<file path="config.mk">
export PLATFORM = sky130hd
export DESIGN_NAME = mbee_ctrl
export DESIGN_NICKNAME = d
export VERILOG_FILES = /design/src/hdl/mbee_pkg.sv /design/src/hdl/mbee_ctrl.sv
export SDC_FILE = /design/constraint.sdc
export NUM_CORES = 1
export LEC_CHECK = 0
export BUFFER_PORTS_ARGS = -buffer_cell sky130_fd_sc_hd__buf_2
export CAP_MARGIN = 20
export CORE_MARGIN = 5
export CORE_UTILIZATION = 50
export CTS_BUF_LIST = sky130_fd_sc_hd__clkbuf_8
export DETAILED_ROUTE_END_ITERATION = 7
export PLACE_DENSITY = 0.82
export SYNTH_ARGS = -nofsm -noshare
export SYNTH_HDL_FRONTEND = slang
export SYNTH_SLANG_ARGS = --single-unit
</file>
<file path="constraint.sdc">
create_clock -name i_clk -period 2.85 [get_ports i_clk]
set_input_delay 0.1425 -clock i_clk [delete_from_list [all_inputs] [get_ports i_clk]]
set_output_delay 0.1425 -clock i_clk [all_outputs]
set_load 0.005 [all_outputs]
</file>
<file path="src/hdl/mbee_pkg.sv">
// shared types and constants of the blocking error estimator
`default_nettype none
package mbee_pkg;

    localparam int SAMPLE_W   = 24;
    localparam int BSUM_W     = 32;
    localparam int MSUM_W     = 48;
    localparam int SQSUM_W    = 64;
    localparam int CNT_W      = 16;
    localparam int MEAN_W     = 24;
    localparam int STD_W      = 23;
    localparam int LEN_W      = 8;
    localparam int WARM_W     = 16;
    localparam int CFG_IDX_W  = 2;
    localparam int CFG_DATA_W = 16;
    localparam int DIV_W      = 64;
    localparam int DVSR_W     = 16;
    localparam int DIV_CNT_W  = $clog2(DIV_W);
    localparam int STEP_W     = 5;

    localparam logic [CFG_IDX_W-1:0] REG_BLOCK_LENGTH = 2'd0;
    localparam logic [CFG_IDX_W-1:0] REG_WARMUP_ROWS  = 2'd1;

    localparam logic CMD_SAMPLE = 1'b0;
    localparam logic CMD_FINISH = 1'b1;

    typedef enum logic [1:0] {
        DIV_BSUM  = 2'd0,
        DIV_MSUM  = 2'd1,
        DIV_SQSUM = 2'd2,
        DIV_VAR   = 2'd3
    } t_div_sel;

    typedef struct packed {
        logic       sample;
        logic       div_start;
        t_div_sel   div_sel;
        logic       cl_mul;
        logic       cl_acc;
        logic       blk_done;
        logic       lat_m1;
        logic       mul_step_en;
        logic [1:0] mul_step;
        logic       var_calc;
        logic       sq_init;
        logic       sq_step;
        logic       out_load;
        logic       out_last;
        logic       clear_all;
    } t_cmd;

    typedef struct packed {
        logic close_req;
        logic div_busy;
        logic out_free;
    } t_sts;

endpackage
`default_nettype wire

</file>
<file path="src/hdl/mbee_ctrl.sv">
// controller: sequences sample intake, block close and the finish report
`default_nettype none
module mbee_ctrl #(
    parameter int CHANNELS = 16,
    parameter int CW       = 4
) (
    input  wire logic           i_clk,
    input  wire logic           i_rst_n,
    input  wire logic           i_in_valid,
    input  wire logic           i_command,
    output logic                o_in_stall,
    input  wire mbee_pkg::t_sts i_sts,
    output mbee_pkg::t_cmd      o_cmd,
    output logic [CW-1:0]       o_ch_idx
);
    import mbee_pkg::*;

    localparam int NOUT = (CHANNELS < 16) ? CHANNELS : 16;

    typedef enum logic [15:0] {
        S_IDLE  = 16'h0001,
        S_CDIV  = 16'h0002,
        S_CWAIT = 16'h0004,
        S_CMUL  = 16'h0008,
        S_CACC  = 16'h0010,
        S_FDIV1 = 16'h0020,
        S_FW1   = 16'h0040,
        S_FDIV2 = 16'h0080,
        S_FW2   = 16'h0100,
        S_FMUL  = 16'h0200,
        S_FVAR  = 16'h0400,
        S_FDIV3 = 16'h0800,
        S_FW3   = 16'h1000,
        S_FSQI  = 16'h2000,
        S_FSQRT = 16'h4000,
        S_FOUT  = 16'h8000
    } t_state;

    t_state            r_state, n_state;
    logic [CW-1:0]     r_ch, n_ch;
    logic [STEP_W-1:0] r_step, n_step;
    logic              accept;

    assign accept = i_in_valid && (r_state == S_IDLE);

    always_comb begin
        n_state = r_state;
        n_ch    = r_ch;
        n_step  = r_step;
        o_cmd   = '0;
        o_cmd.div_sel  = DIV_BSUM;
        o_cmd.mul_step = r_step[1:0];
        case (r_state)
            S_IDLE: begin
                if (accept) begin
                    n_ch = '0;
                    if (i_command == CMD_SAMPLE) begin
                        o_cmd.sample = 1'b1;
                        if (i_sts.close_req) begin
                            n_state = S_CDIV;
                        end
                    end else begin
                        n_state = S_FDIV1;
                    end
                end
            end
            S_CDIV: begin
                o_cmd.div_start = 1'b1;
                o_cmd.div_sel   = DIV_BSUM;
                n_state = S_CWAIT;
            end
            S_CWAIT: begin
                o_cmd.div_sel = DIV_BSUM;
                if (!i_sts.div_busy) begin
                    n_state = S_CMUL;
                end
            end
            S_CMUL: begin
                o_cmd.cl_mul = 1'b1;
                n_state = S_CACC;
            end
            S_CACC: begin
                o_cmd.cl_acc = 1'b1;
                if (r_ch == CW'(CHANNELS - 1)) begin
                    o_cmd.blk_done = 1'b1;
                    n_state = S_IDLE;
                end else begin
                    n_ch    = r_ch + 1'b1;
                    n_state = S_CDIV;
                end
            end
            S_FDIV1: begin
                o_cmd.div_start = 1'b1;
                o_cmd.div_sel   = DIV_MSUM;
                n_state = S_FW1;
            end
            S_FW1: begin
                if (!i_sts.div_busy) begin
                    n_state = S_FDIV2;
                end
            end
            S_FDIV2: begin
                o_cmd.lat_m1    = 1'b1;
                o_cmd.div_start = 1'b1;
                o_cmd.div_sel   = DIV_SQSUM;
                n_state = S_FW2;
            end
            S_FW2: begin
                if (!i_sts.div_busy) begin
                    n_step  = '0;
                    n_state = S_FMUL;
                end
            end
            S_FMUL: begin
                o_cmd.mul_step_en = 1'b1;
                if (r_step == STEP_W'(3)) begin
                    n_state = S_FVAR;
                end else begin
                    n_step = r_step + 1'b1;
                end
            end
            S_FVAR: begin
                o_cmd.var_calc = 1'b1;
                n_state = S_FDIV3;
            end
            S_FDIV3: begin
                o_cmd.div_start = 1'b1;
                o_cmd.div_sel   = DIV_VAR;
                n_state = S_FW3;
            end
            S_FW3: begin
                if (!i_sts.div_busy) begin
                    n_state = S_FSQI;
                end
            end
            S_FSQI: begin
                o_cmd.sq_init = 1'b1;
                n_step  = '0;
                n_state = S_FSQRT;
            end
            S_FSQRT: begin
                o_cmd.sq_step = 1'b1;
                if (r_step == '1) begin
                    n_state = S_FOUT;
                end else begin
                    n_step = r_step + 1'b1;
                end
            end
            S_FOUT: begin
                if (i_sts.out_free) begin
                    o_cmd.out_load = 1'b1;
                    if (r_ch == CW'(NOUT - 1)) begin
                        o_cmd.out_last  = 1'b1;
                        o_cmd.clear_all = 1'b1;
                        n_state = S_IDLE;
                    end else begin
                        n_ch    = r_ch + 1'b1;
                        n_state = S_FDIV1;
                    end
                end
            end
            default: begin
                n_state = S_IDLE;
            end
        endcase
    end

    always_ff @(posedge i_clk) begin
        if (!i_rst_n) begin
            r_state <= S_IDLE;
            r_ch    <= '0;
            r_step  <= '0;
        end else begin
            r_state <= n_state;
            r_ch    <= n_ch;
            r_step  <= n_step;
        end
    end

    assign o_in_stall = r_state != S_IDLE;
    assign o_ch_idx   = r_ch;
endmodule
`default_nettype wire

</file>
==> key figures, run 1 <==
Outcome
  – Run status: completed

Setup path
  – Worst setup EP type: primary output
  – CP Capture Point: o_cmd[9]
  – Startpoint types: flop
  – Depth of the most critical reg-to-reg path: 8
  – Crit-path max FO: 7
  – Critical path class: flop to primary output
  – CP startpoint: r_state[0]$_SDFFE_PN1P_
  – Reg2reg setup slack: 0.41 ns
  – FF-to-FF Start: r_step[0]$_SDFFE_PN0P_
  – Crit path DAT: between 2 and 2.5 ns
  – RR Endpoint: r_state[13]$_SDFFE_PN0P_
  – Required time worst endpoint: between 2 and 3 ns

Floorplanning
  – Placeable Area: around 3400 µm²
  – Initial Util: around 53%
  – Die H: 69.8 µm
  – Row Count: 21
  – Full die area: ~5000 µm²
  – Die X: between 60 and 70 µm
  – I/O pin cnt: 29

Timing
  – Worst Tran Pin Value: ~0.7 ns
  – Layout Skew: between 0.005 and 0.006 ns
  – RSZ-0062 raised after global routing: false
  – # setup viols final: 0
  – Tcrit/Tclk final: ~86%
  – Max-slew violations: 0
  – Fmax: 0.406 GHz
  – Fin Setup TNS: 0 ns
  – Slew Limit Headroom: 53.1%
  – Fin crit period: 2.46 ns
  – Final hold viol count: 0

Place
  – DP Wirelength: 3380 µm
  – Port Buffers: 28
  – Routability Congestion: 0.966
  – Post-DP Area: 1910 µm²

Synthesis
  – FF+latch count, synth: 25
  – Yosys warns: 0
  – Main flop type after synthesis: dfxtp_1
  – Yosys cell types: 54
  – Synth Area in Simple Gates: between 40% and 50%
  – Mean Syn Cell Area: 7.91 µm²
  – Post-synthesis compound-gate area fraction: between 15 and 20%
  – Multiplexer area fraction after synthesis: less than 1%
  – Area share of the leading cell type in the synthesized netlist: between 20 and 30%
  – Synth area leader: dfxtp_1
  – Post-Syn Instances: approximately 230
  – Seq/Total Area, Yosys: roughly 28%
  – Post-synth EDFFs: 0
  – Largest family of logic cells by synthesized area: simple AND/OR/NAND/NOR gates
  – Syn nets: 236
  – Post-Synth Adder-Cell Area: 2.10%
  – Mapped Area: 1790 µm²
  – Xor/xnor share of the synthesized area: 2.94%
  – Dominant cells by area after synthesis: dfxtp_1 28%, nor2_1 6.3%, nor4b_1 4.4%
  – Post-synth ARST share: 0%

Detailed routing
  – Antenna viol nets, final: 0
  – Detailed-route DRC error count: 0
  – Via count: 1733
  – Total wire length: 4520 µm
  – Via density: between 5 and 6
  – Drt first pass iters: 4
  – Routed len/inst: about 16 µm
  – Initial DRC count: 127

Job
  – Maxcap violations: 0

Global routing
  – Vias in the first global route: about 1600
  – Largest net degree at the start of global routing: 15
  – Global Route Usage Sum: between 10% and 20%
  – GR Overflow Total: 0
  – First-pass GRT wire length: between 7000 and 8000 µm
  – Initial antenna violation count: 0

CTS
  – Hold-fix buffers at CTS: 0
  – CTS tree: built
  – Clock transition at path regs: about 0.090 ns
  – CTS root buf: clkbuf_8
  – Clk sinks: 25
  – # Post-CTS Setup Buffers: 0
  – H-tree level count: 1
  – Max clock buf depth: 2
  – Skew-Pair Late Insertion Delay: 0.27 ns
  – TritonCTS Buffers: 3
  – CTS-repair resized insts: 0

Layout
  – Antenna Cells: 0
  – Area grow syn2layout: 9.24%
  – Layout fillers: ~320
  – Fin area: 1950 µm²
  – Post-layout nets: ~260
  – Share of post-route cells with drive strength above 1: roughly 20%

Power
  – P_sw: approximately 350 µW
  – Switching Share: between 30% and 40%
  – Power Dens Cells: just under 500 nW/µm²
  – Logic pwr share: 36.3%
  – Worst IR Drop VDD: 0.196 mV
  – Clock share of power: approximately 23%
  – Sequential share of power: 41.1%
  – P_int: roughly 590 µW
  – Final Total Pwr: roughly 940 µW
  – Leakage power: 0.000828 µW

Hold path
  – Hold WC Path Type: primary input to flop
[kinds of logic after synthesis]
family / after synthesis
xor+xnor: 6
simple gates: 133
buf+inv: 22
flops: 25
fa+ha+maj: 3
compound gates: 36
mux: 1
[per-stage QoR]
step / util [%] / setup WS, ns / std cells / hold slack (ns)
after floorplan: - / 0.729 / 226 / 0.222
after global placement: 56.3 / 0.495 / 286 / 0.433
after detailed placement: 56.3 / 0.450 / 286 / 0.429
after CTS: 57.6 / 0.402 / 290 / 0.146
after global routing: 57.6 / 0.236 / 290 / 0.152
final: 57.6 / 0.387 / 290 / 0.162
[cell usage in the layout (no fill, tap or decap), drive strengths merged, types with 3 or more instances in the layout]
cell / n
clkbuf: 3
or2: 4
nand2: 18
o21a: 3
buf: 28
inv: 8
nor4b: 9
or4: 6
o21ai: 5
nor2: 30
a31oi: 4
xnor2: 4
nand2b: 9
dfxtp: 25
a21oi: 11
ha: 3
nand4: 6
nand3: 13
or3: 6
nand3b: 4
nor3: 10
and3: 3
nor4: 8
[area by class of cell]
| type | count | area [µm²] | share of cell area, % |
|---|---|---|---|
| multi-input cells | 179 | 1180 | 60.4 |
| flip-flops and latches | 25 | 500 | 25.6 |
| repair buffers | 28 | 140 | 7.17 |
| well taps | 46 | 57.6 | 2.95 |
| clock buffers | 3 | 41.3 | 2.11 |
| inverters | 8 | 30.0 | 1.54 |
| clock inverters | 1 | 3.75 | 0.192 |
[flip-flops by register name (all words and copies together) (netlist names)]
signal,flops
r_state,16
r_step,5
o_ch_idx,4
[worst max-delay path, stage by stage (launching register included)]
cell     delay, ns
dfxtp_1       0.38
nor4_2        0.48
nand2_1       0.28
nor2_1        0.26
nand2_1       0.10
nor3b_1       0.35
buf_2         0.18
[how the worst min path moves through the flow]
stage                         from                      end  slack (ns)  cells after the start
after global placement    i_sts[1]  r_state[3]$_SDFFE_PN0P_        0.43                      2
after global routing      i_sts[1]  r_state[3]$_SDFFE_PN0P_        0.15                      2
after detailed placement  i_sts[1]  r_state[3]$_SDFFE_PN0P_        0.43                      2
after CTS                 i_sts[1]  r_state[3]$_SDFFE_PN0P_        0.15                      2
after floorplan           i_sts[1]  r_state[3]$_SDFFE_PN0P_        0.22                      1
final                     i_sts[1]  r_state[3]$_SDFFE_PN0P_        0.16                      2
[cells in the mapped netlist, types with 3 or more instances]
master     n
o21a_1     3
nand2b_1   9
dfxtp_1   25
or2_2      4
or3_1      5
ha_1       3
a21oi_1   11
or4_1      4
a31oi_1    3
inv_1      7
o21ai_0    3
nand3_1   13
nand4_1    6
nand3b_1   3
and3_1     3
nor4_2     3
nand2_1   18
buf_4      4
nor4_1     4
buf_2      8
nor3_1     8
nor4b_1    9
xnor2_1    4
nor2_1    30
[power groups by stage]
| stage | clock [µW] | combinational, µW | sequential [µW] |
|---|---|---|---|
| global placement | 0 | 335 | 393 |
| global route | 233 | 370 | 390 |
| CTS | 220 | 338 | 386 |
| detailed placement | 0 | 336 | 394 |
| floorplan | 0 | 257 | 387 |
| finish | 212 | 341 | 387 |
[metal layers]
layer  GRT usage, %  routed length, µm  vias up
li1               -                  -      864
met1           24.4               2000      776
met2           30.0               2050       82
met3           4.20                389       11
met4           7.45                 83        0
met5              0                  0        -
No activity file was read; power rests on OpenSTA's default activity.
==> inputs of run 2 (changes only) <==
Settings changed: CTS_BUF_LIST sky130_fd_sc_hd__clkbuf_8 to sky130_fd_sc_hd__clkbuf_4.
Clock period 2.85 ns to 3.05 ns, I/O delays scaled along.
==> key figures, run 2 (synthesized netlist as in run 1, its figures left out) <==
Detailed routing
  – Initial DRC count: 151 (was 127)
  – Top Layer Used: met4 (unchanged)
  – Routed met2 length: 2170 µm (was 2050 µm)
  – Via density: 6.09 (was 5.98)
  – Total wire length: 4550 µm (was 4520 µm)
  – Met3 WL: 290 µm (was 389 µm)
  – Drt first pass iters: 7 (was 4)
  – Routed len/inst: 15.7 µm (was 15.6 µm)
  – Antenna viol nets, final: 0 (unchanged)
  – Via count: 1765 (was 1733)
  – Metal-1 WL: 2040 µm (was 2000 µm)
  – Detailed-route DRC error count: 0 (unchanged)

CTS
  – Hold-fix buffers at CTS: 0 (unchanged)
  – H-tree level count: 1 (unchanged)
  – CTS tree: built (unchanged)
  – Skew-Pair Late Insertion Delay: 0.33 ns (was 0.27 ns)
  – Max clock buf depth: 2 (unchanged)
  – CTS-repair resized insts: 0 (unchanged)
  – # Post-CTS Setup Buffers: 0 (unchanged)
  – Clk sinks: 25 (unchanged)
  – TritonCTS Buffers: 3 (unchanged)
  – Clock transition at path regs: 0.14 ns (was 0.09 ns)
  – CTS root buf: clkbuf_4 (was clkbuf_8)

Outcome
  – Run status: completed (unchanged)

Floorplanning
  – Die H: 69.8 µm (unchanged)
  – Placeable Area: 3390 µm² (unchanged)
  – Full die area: 4870 µm² (unchanged)
  – I/O pin cnt: 29 (unchanged)
  – Initial Util: 52.8% (unchanged)
  – Die X: 69.8 µm (unchanged)
  – Row Count: 21 (unchanged)

Global routing
  – First-pass GRT wire length: 7620 µm (was 7560 µm)
  – Initial antenna violation count: 0 (unchanged)
  – Vias in the first global route: 1563 (was 1588)
  – Global Route Usage Sum: 18.7% (was 18.8%)
  – Largest net degree at the start of global routing: 15 (unchanged)
  – GR Overflow Total: 0 (unchanged)

Timing
  – Final hold viol count: 0 (unchanged)
  – Tcrit/Tclk final: between 80 and 90%
  – Layout Skew: 0.00329 ns (was 0.00583 ns)
  – RSZ-0062 raised after global routing: false (unchanged)
  – Fin crit period: about 2.5 ns
  – Worst Tran Pin Value: 0.667 ns (was 0.698 ns)
  – Fmax: 0.399 GHz
  – Slew Limit Headroom: 55.2% (was 53.1%)
  – # setup viols final: 0 (unchanged)
  – Fin Setup TNS: 0 ns (unchanged)
  – Max-slew violations: 0 (unchanged)

Setup path
  – Reg2reg setup slack: 0.58 ns (was 0.41 ns)
  – Crit-path max FO: 7 (unchanged)
  – Required time worst endpoint: 2.90 ns (was 2.71 ns)
  – Crit path DAT: 2.36 ns (was 2.32 ns)
  – Worst setup EP type: primary output (unchanged)
  – Critical path class: flop to primary output (unchanged)
  – CP Capture Point: o_cmd[9] (unchanged)
  – Depth of the most critical reg-to-reg path: 6 (was 8)
  – CP startpoint: r_state[0]$_SDFFE_PN1P_ (unchanged)
  – FF-to-FF Start: r_state[9]$_SDFFE_PN0P_ (was r_step[0]$_SDFFE_PN0P_)
  – RR Endpoint: r_state[7]$_SDFFE_PN0P_ (was r_state[13]$_SDFFE_PN0P_)
  – Startpoint types: flop (unchanged)

Layout
  – Commonest non-fill, non-tap cells in the layout: 30 x nor2_1, 28 x buf_2, 25 x dfxtp_1, 18 x nand2_1, 13 x nand3_1 (unchanged)
  – Post-layout nets: 255 (unchanged)
  – Share of post-route cells with drive strength above 1: 20.9% (was 20.5%)
  – Area grow syn2layout: 8.40% (was 9.24%)
  – Largest Register: r_state (unchanged)
  – Fin area: 1940 µm² (was 1950 µm²)
  – Max reg flops: 16 (unchanged)
  – Antenna Cells: 0 (unchanged)
  – Util after Layout: 57.2% (was 57.6%)
  – Commonest non-fill, non-tap cell in the layout: nor2_1 (unchanged)

Power
  – Worst IR Drop VDD: 0.146 mV (was 0.196 mV)
  – Sequential share of power: 42.5% (was 41.1%)
  – Logic pwr share: 37.8% (was 36.3%)
  – Clock share of power: 19.7% (was 22.5%)
  – Switching Share: 38.7% (was 37.3%)
  – P_int: 521 µW (was 589 µW)
  – Leakage power: 0.000819 µW (was 0.000828 µW)
  – Power Dens Cells: 439 nW/µm² (was 482 nW/µm²)
  – P_sw: 329 µW (was 351 µW)

Hold path
  – Worst Hold Launch: i_sts[1] (unchanged)
  – Hold WC Path Type: primary input to flop (unchanged)

Place
  – Post-DP Area: 1910 µm² (unchanged)
  – DP Wirelength: 3450 µm (was 3380 µm)
  – Port Buffers: 28 (unchanged)
  – Routability Congestion: 0.967 (was 0.966)

Job
  – Maxcap violations: 0 (unchanged)
[run 2: cell types whose count changed in the layout (fill, tap and decap cells not counted), sizes merged]
cell    delta
inv        -1
clkbuf     +1
[run 2: critical path, stage by stage, from the launching register on]
cell and delay (ns):
dfxtp_1 0.40, nor4_2 0.47, nand2_1 0.29, nor2_1 0.27
nand2_1 0.11, nor3b_1 0.31, buf_2 0.18
[run 2: area by class of cell]
class	instances	area (µm²)
Fill cell	340	1450
Inverter	8	30.0
Multi-Input combinational cell	179	1180
Timing Repair Buffer	28	140
Sequential cell	25	500
Clock buffer	4	30.0
Tap cell	46	57.6
[run 2: power groups by stage]
stage | clock (µW) | combinational (µW) | sequential (µW)
floorplan | 0 | 240 | 362
global placement | 0 | 313 | 367
detailed placement | 0 | 318 | 368
CTS | 172 | 318 | 361
global route | 183 | 354 | 366
finish | 168 | 321 | 362
[run 2: metal layers]
metal  vias up  track usage [%]
met3         4             2.46
met4         0             5.11
met5         -                0
met2        61             31.5
li1        868                -
met1       832             24.9
[run 2: worst min path at each step]
stage | slack, ns | cells past startpoint | endpoint
floorplan | 0.23 | 1 | r_state[3]$_SDFFE_PN0P_
global placement | 0.44 | 2 | r_state[3]$_SDFFE_PN0P_
detailed placement | 0.45 | 2 | r_state[3]$_SDFFE_PN0P_
CTS | 0.07 | 2 | r_state[3]$_SDFFE_PN0P_
global route | 0.08 | 2 | r_state[3]$_SDFFE_PN0P_
finish | 0.09 | 2 | r_state[3]$_SDFFE_PN0P_
[run 2: through the flow]
| stage | setup WS [ns] | power [µW] | hold slack [ns] | std cells |
|---|---|---|---|---|
| 2_1_floorplan | 0.929 | 602 | 0.232 | 226 |
| 3_3_place_gp | 0.693 | 681 | 0.444 | 286 |
| 3_5_place_dp | 0.629 | 686 | 0.449 | 286 |
| 4_1_cts | 0.553 | 851 | 0.0716 | 290 |
| 5_1_grt | 0.326 | 903 | 0.0807 | 290 |
| 6_report | 0.542 | 851 | 0.0857 | 290 |
==> inputs of run 3 (changes only) <==
Settings changed: ABC_AREA from default to 1, PLACE_DENSITY 0.82 to 0.85.
Clock period 3.05 ns to 2.15 ns, I/O delays scaled along.
==> key figures, run 3 <==
Detailed routing
  – Via density: 5.01 (was 6.09)
  – Initial DRC count: 115 (was 151)
  – Via count: 1734 (was 1765)
  – Antenna viol nets, final: 0 (unchanged)
  – Drt first pass iters: 4 (was 7)
  – Total wire length: 3900 µm (was 4550 µm)
  – Detailed-route DRC error count: 0 (unchanged)
  – Routed len/inst: 11.3 µm (was 15.7 µm)

Setup path
  – Critical path class: flop to primary output (unchanged)
  – CP Depth: 9 (was 6)
  – Worst setup EP type: primary output (unchanged)
  – Most used cell, CP: nand2_1 (unchanged)
  – CP startpoint: r_state[12]$_SDFFE_PN0P_ (was r_state[0]$_SDFFE_PN1P_)
  – Required time worst endpoint: 2.04 ns (was 2.90 ns)
  – CP max-delay cell: dfxtp_1 (was nor4_2)
  – CP peak stage delay: 0.35 ns (was 0.47 ns)
  – Startpoint types: flop (unchanged)
  – CP Buf/Inv Count: 3 (was 1)
  – Crit path DAT: 1.80 ns (was 2.36 ns)
  – Crit-path max FO: 8 (was 7)
  – Reg2reg setup slack: 0.27 ns (was 0.58 ns)
  – FF-to-FF Start: r_step[0]$_SDFFE_PN0P_ (was r_state[9]$_SDFFE_PN0P_)
  – CP top delay family: simple AND/OR/NAND/NOR gates (unchanged)
  – Depth of the most critical reg-to-reg path: 12 (was 6)
  – Crit path cell chain: nor2_2, nand2_2, nor2_4, buf_4, nand2_1, nand2_1, inv_1, nand2_1, buf_2 (was nor4_2, nand2_1, nor2_1, nand2_1, nor3b_1, buf_2)
  – RR Endpoint: r_state[1]$_SDFFE_PN0P_ (was r_state[7]$_SDFFE_PN0P_)

Synthesis
  – Mapped Area: 1700 µm² (was 1790 µm²)
  – Top-count cell post-synth: nand2_1 (was nor2_1)
  – Yosys warns: 0 (unchanged)
  – Area share of the leading cell type in the synthesized netlist: 29.4% (was 28.0%)
  – Post-synth ARST share: 0% (unchanged)
  – Dominant cells by area after synthesis: dfxtp_1 29%, nand2_1 14%, nor2_1 11% (was dfxtp_1 28%, nor2_1 6.3%, nor4b_1 4.4%)
  – Yosys cell types: 28 (was 54)
  – Syn nets: 284 (was 236)
  – Synth area leader: dfxtp_1 (unchanged)
  – Post-Syn Instances: 274 (was 226)
  – Main flop type after synthesis: dfxtp_1 (unchanged)
  – Seq/Total Area, Yosys: 29.4% (was 28.0%)
  – Commonest cells in the synthesized netlist: 65 x nand2_1, 50 x nor2_1, 38 x inv_1 (was 30 x nor2_1, 25 x dfxtp_1, 18 x nand2_1)
  – Mean Syn Cell Area: 6.21 µm² (was 7.91 µm²)
  – Post-synth EDFFs: 0 (unchanged)
  – FF+latch count, synth: 25 (unchanged)

CTS
  – Hold-fix buffers at CTS: 0 (unchanged)
  – CTS-repair resized insts: 0 (unchanged)
  – CTS tree: built (unchanged)
  – Max clock buf depth: 2 (unchanged)
  – H-tree level count: 1 (unchanged)
  – Clk sinks: 25 (unchanged)
  – TritonCTS Buffers: 3 (unchanged)
  – CTS root buf: clkbuf_4 (unchanged)
  – # Post-CTS Setup Buffers: 0 (unchanged)
  – Skew-Pair Late Insertion Delay: 0.33 ns (about the same)
  – Clock transition at path regs: 0.14 ns (about the same)

Outcome
  – Run status: completed (unchanged)

Layout
  – Area grow syn2layout: 10.5% (was 8.40%)
  – Final cell count without fillers: 346 (was 290)
  – Largest Register: r_state (unchanged)
  – Commonest non-fill, non-tap cell in the layout: nand2_1 (was nor2_1)
  – Max reg flops: 16 (unchanged)
  – Antenna Cells: 0 (unchanged)
  – Post-layout nets: 311 (was 255)
  – Util after Layout: 56.8% (was 57.2%)
  – Share of post-route cells with drive strength above 1: 22.7% (was 20.9%)
  – Fin area: 1880 µm² (was 1940 µm²)
  – Commonest non-fill, non-tap cells in the layout: 65 x nand2_1, 50 x nor2_1, 38 x inv_1, 28 x buf_2, 25 x dfxtp_1 (was 30 x nor2_1, 28 x buf_2, 25 x dfxtp_1, 18 x nand2_1, 13 x nand3_1)

Floorplanning
  – Row Count: 21 (unchanged)
  – Placeable Area: 3310 µm² (was 3390 µm²)
  – I/O pin cnt: 29 (unchanged)
  – Die H: 68.3 µm (was 69.8 µm)
  – Full die area: 4670 µm² (was 4870 µm²)
  – Die X: 68.3 µm (was 69.8 µm)
  – Initial Util: 51.4% (was 52.8%)

Power
  – Power Dens Cells: 875 nW/µm² (was 439 nW/µm²)
  – Switching Share: 47.4% (was 38.7%)
  – P_sw: 780 µW (was 329 µW)
  – Worst IR Drop VDD: 0.308 mV (was 0.146 mV)
  – Clock share of power: 13.2% (was 19.7%)
  – Logic pwr share: 52.7% (was 37.8%)
  – Leakage power: 0.00102 µW (was 0.000819 µW)
  – Sequential share of power: 34.0% (was 42.5%)
  – P_int: 865 µW (was 521 µW)

Timing
  – Worst Tran Pin Value: 0.539 ns (was 0.667 ns)
  – RSZ-0062 raised after global routing: false (unchanged)
  – Tcrit/Tclk final: between 80% and 90%
  – Layout Skew: 0.00367 ns (was 0.00329 ns)
  – Slew Limit Headroom: 64.1% (was 55.2%)
  – Fin Setup TNS: 0 ns (unchanged)
  – Fin crit period: approximately 1.9 ns
  – Fmax: roughly 0.52 GHz
  – # setup viols final: 0 (unchanged)
  – Final hold viol count: 0 (unchanged)
  – Max-slew violations: 0 (unchanged)

Place
  – Dpl cells: 342 (was 286)
  – Port Buffers: 28 (unchanged)
  – Post-DP Area: 1840 µm² (was 1910 µm²)
  – DP Wirelength: 3070 µm (was 3450 µm)
  – Routability Congestion: 0.845 (was 0.967)

Hold path
  – Worst Hold Launch: i_rst_n (was i_sts[1])
  – WHS Endpoint: r_step[1]$_SDFFE_PN0P_ (was r_state[3]$_SDFFE_PN0P_)
  – Hold WC Path Type: primary input to flop (unchanged)
  – WHS Path Cells: 3 (was 2)

Global routing
  – Global Route Usage Sum: 17.7% (was 18.7%)
  – Initial antenna violation count: 0 (unchanged)
  – Vias in the first global route: 1510 (was 1563)
  – Largest net degree at the start of global routing: 17 (was 15)
  – GR Overflow Total: 0 (unchanged)
  – First-pass GRT wire length: 6390 µm (was 7620 µm)

Job
  – Maxcap violations: 0 (unchanged)
## run 3: cell count changes in the layout (fill, tap and decap cells not counted), moves of 4 or more
cell and delta:
nand2_1 +47, nand3_1 +5, nor4b_1 -9, or3_1 -5, inv_1 +31, nor2_2 +11, nor4_1 -4, or4_1 -4
nand2_2 +11, nor2_1 +20, nand2b_1 -9
## run 3: power by group through the flow
stage                     clock (µW)  combinational (µW)  sequential, µW
after global routing             247                 969             569
after CTS                        226                 845             559
after detailed placement           0                 839             570
after floorplan                    0                 727             561
final                            218                 867             560
after global placement             0                 819             568
## run 3: worst max-delay path by stage
| stage | to | slack, ns |
|---|---|---|
| floorplan | r_state[0]$_SDFFE_PN1P_ | 0.45 |
| global placement | r_state[0]$_SDFFE_PN1P_ | 0.38 |
| detailed placement | r_state[0]$_SDFFE_PN1P_ | 0.27 |
| CTS | r_state[1]$_SDFFE_PN0P_ | 0.22 |
| global route | r_state[5]$_SDFFE_PN0P_ | 0.05 |
| finish | o_cmd[15] | 0.25 |
## run 3: worst reg2reg max path, cell delays in order, from the launching register on
cell and delay (ns):
dfxtp_1 0.44, ha_1 0.27, nand2_1 0.07, nor2_1 0.09, ha_1 0.17, inv_1 0.06
nand3_2 0.09, nand2_2 0.06, nor2_2 0.15, nand3_4 0.16, inv_1 0.11, nand2_1 0.07
nor2_1 0.09
## run 3: layer usage
metal  share of wire [%]  global-route usage [%]  vias to the layer above  routed length (µm)
li1                    -                       -                      902                   -
met1                  45                    22.6                      780                1770
met5                   0                       0                        -                   0
met4                0.98                    4.47                        0                  38
met3                 5.2                    2.30                        5                 204
met2                  48                    31.2                       47                1880
## run 3: cell families after synthesis
kind of cell / Yosys count / share of synthesized area (%)
AO/OA/AOI/OAI: 22 / 6.77
XOR/XNOR: 1 / 0.515
adder cells (fa/ha/maj): 3 / 2.21
AND/OR/NAND/NOR: 175 / 48.2
buffers and inverters: 48 / 12.9
flip-flops: 25 / 29.4
## run 3: through the flow
| step | worst slack [ns] | hold WS, ns | power [µW] |
|---|---|---|---|
| finish | 0.245 | 0.0740 | 1640 |
| floorplan | 0.450 | 0.268 | 1290 |
| CTS | 0.222 | 0.0737 | 1630 |
| detailed placement | 0.267 | 0.432 | 1410 |
| global placement | 0.378 | 0.430 | 1390 |
| global route | 0.0534 | 0.0764 | 1790 |
## run 3: cell type report
| class | count | area, µm² |
|---|---|---|
| Clock buffer | 3 | 22.5 |
| Fill cell | 363 | 1430 |
| Multi-Input combinational cell | 201 | 988 |
| Timing Repair Buffer | 30 | 155 |
| Tap cell | 46 | 57.6 |
| Clock inverter | 1 | 5.00 |
| Inverter | 40 | 150 |
| Sequential cell | 25 | 500 |
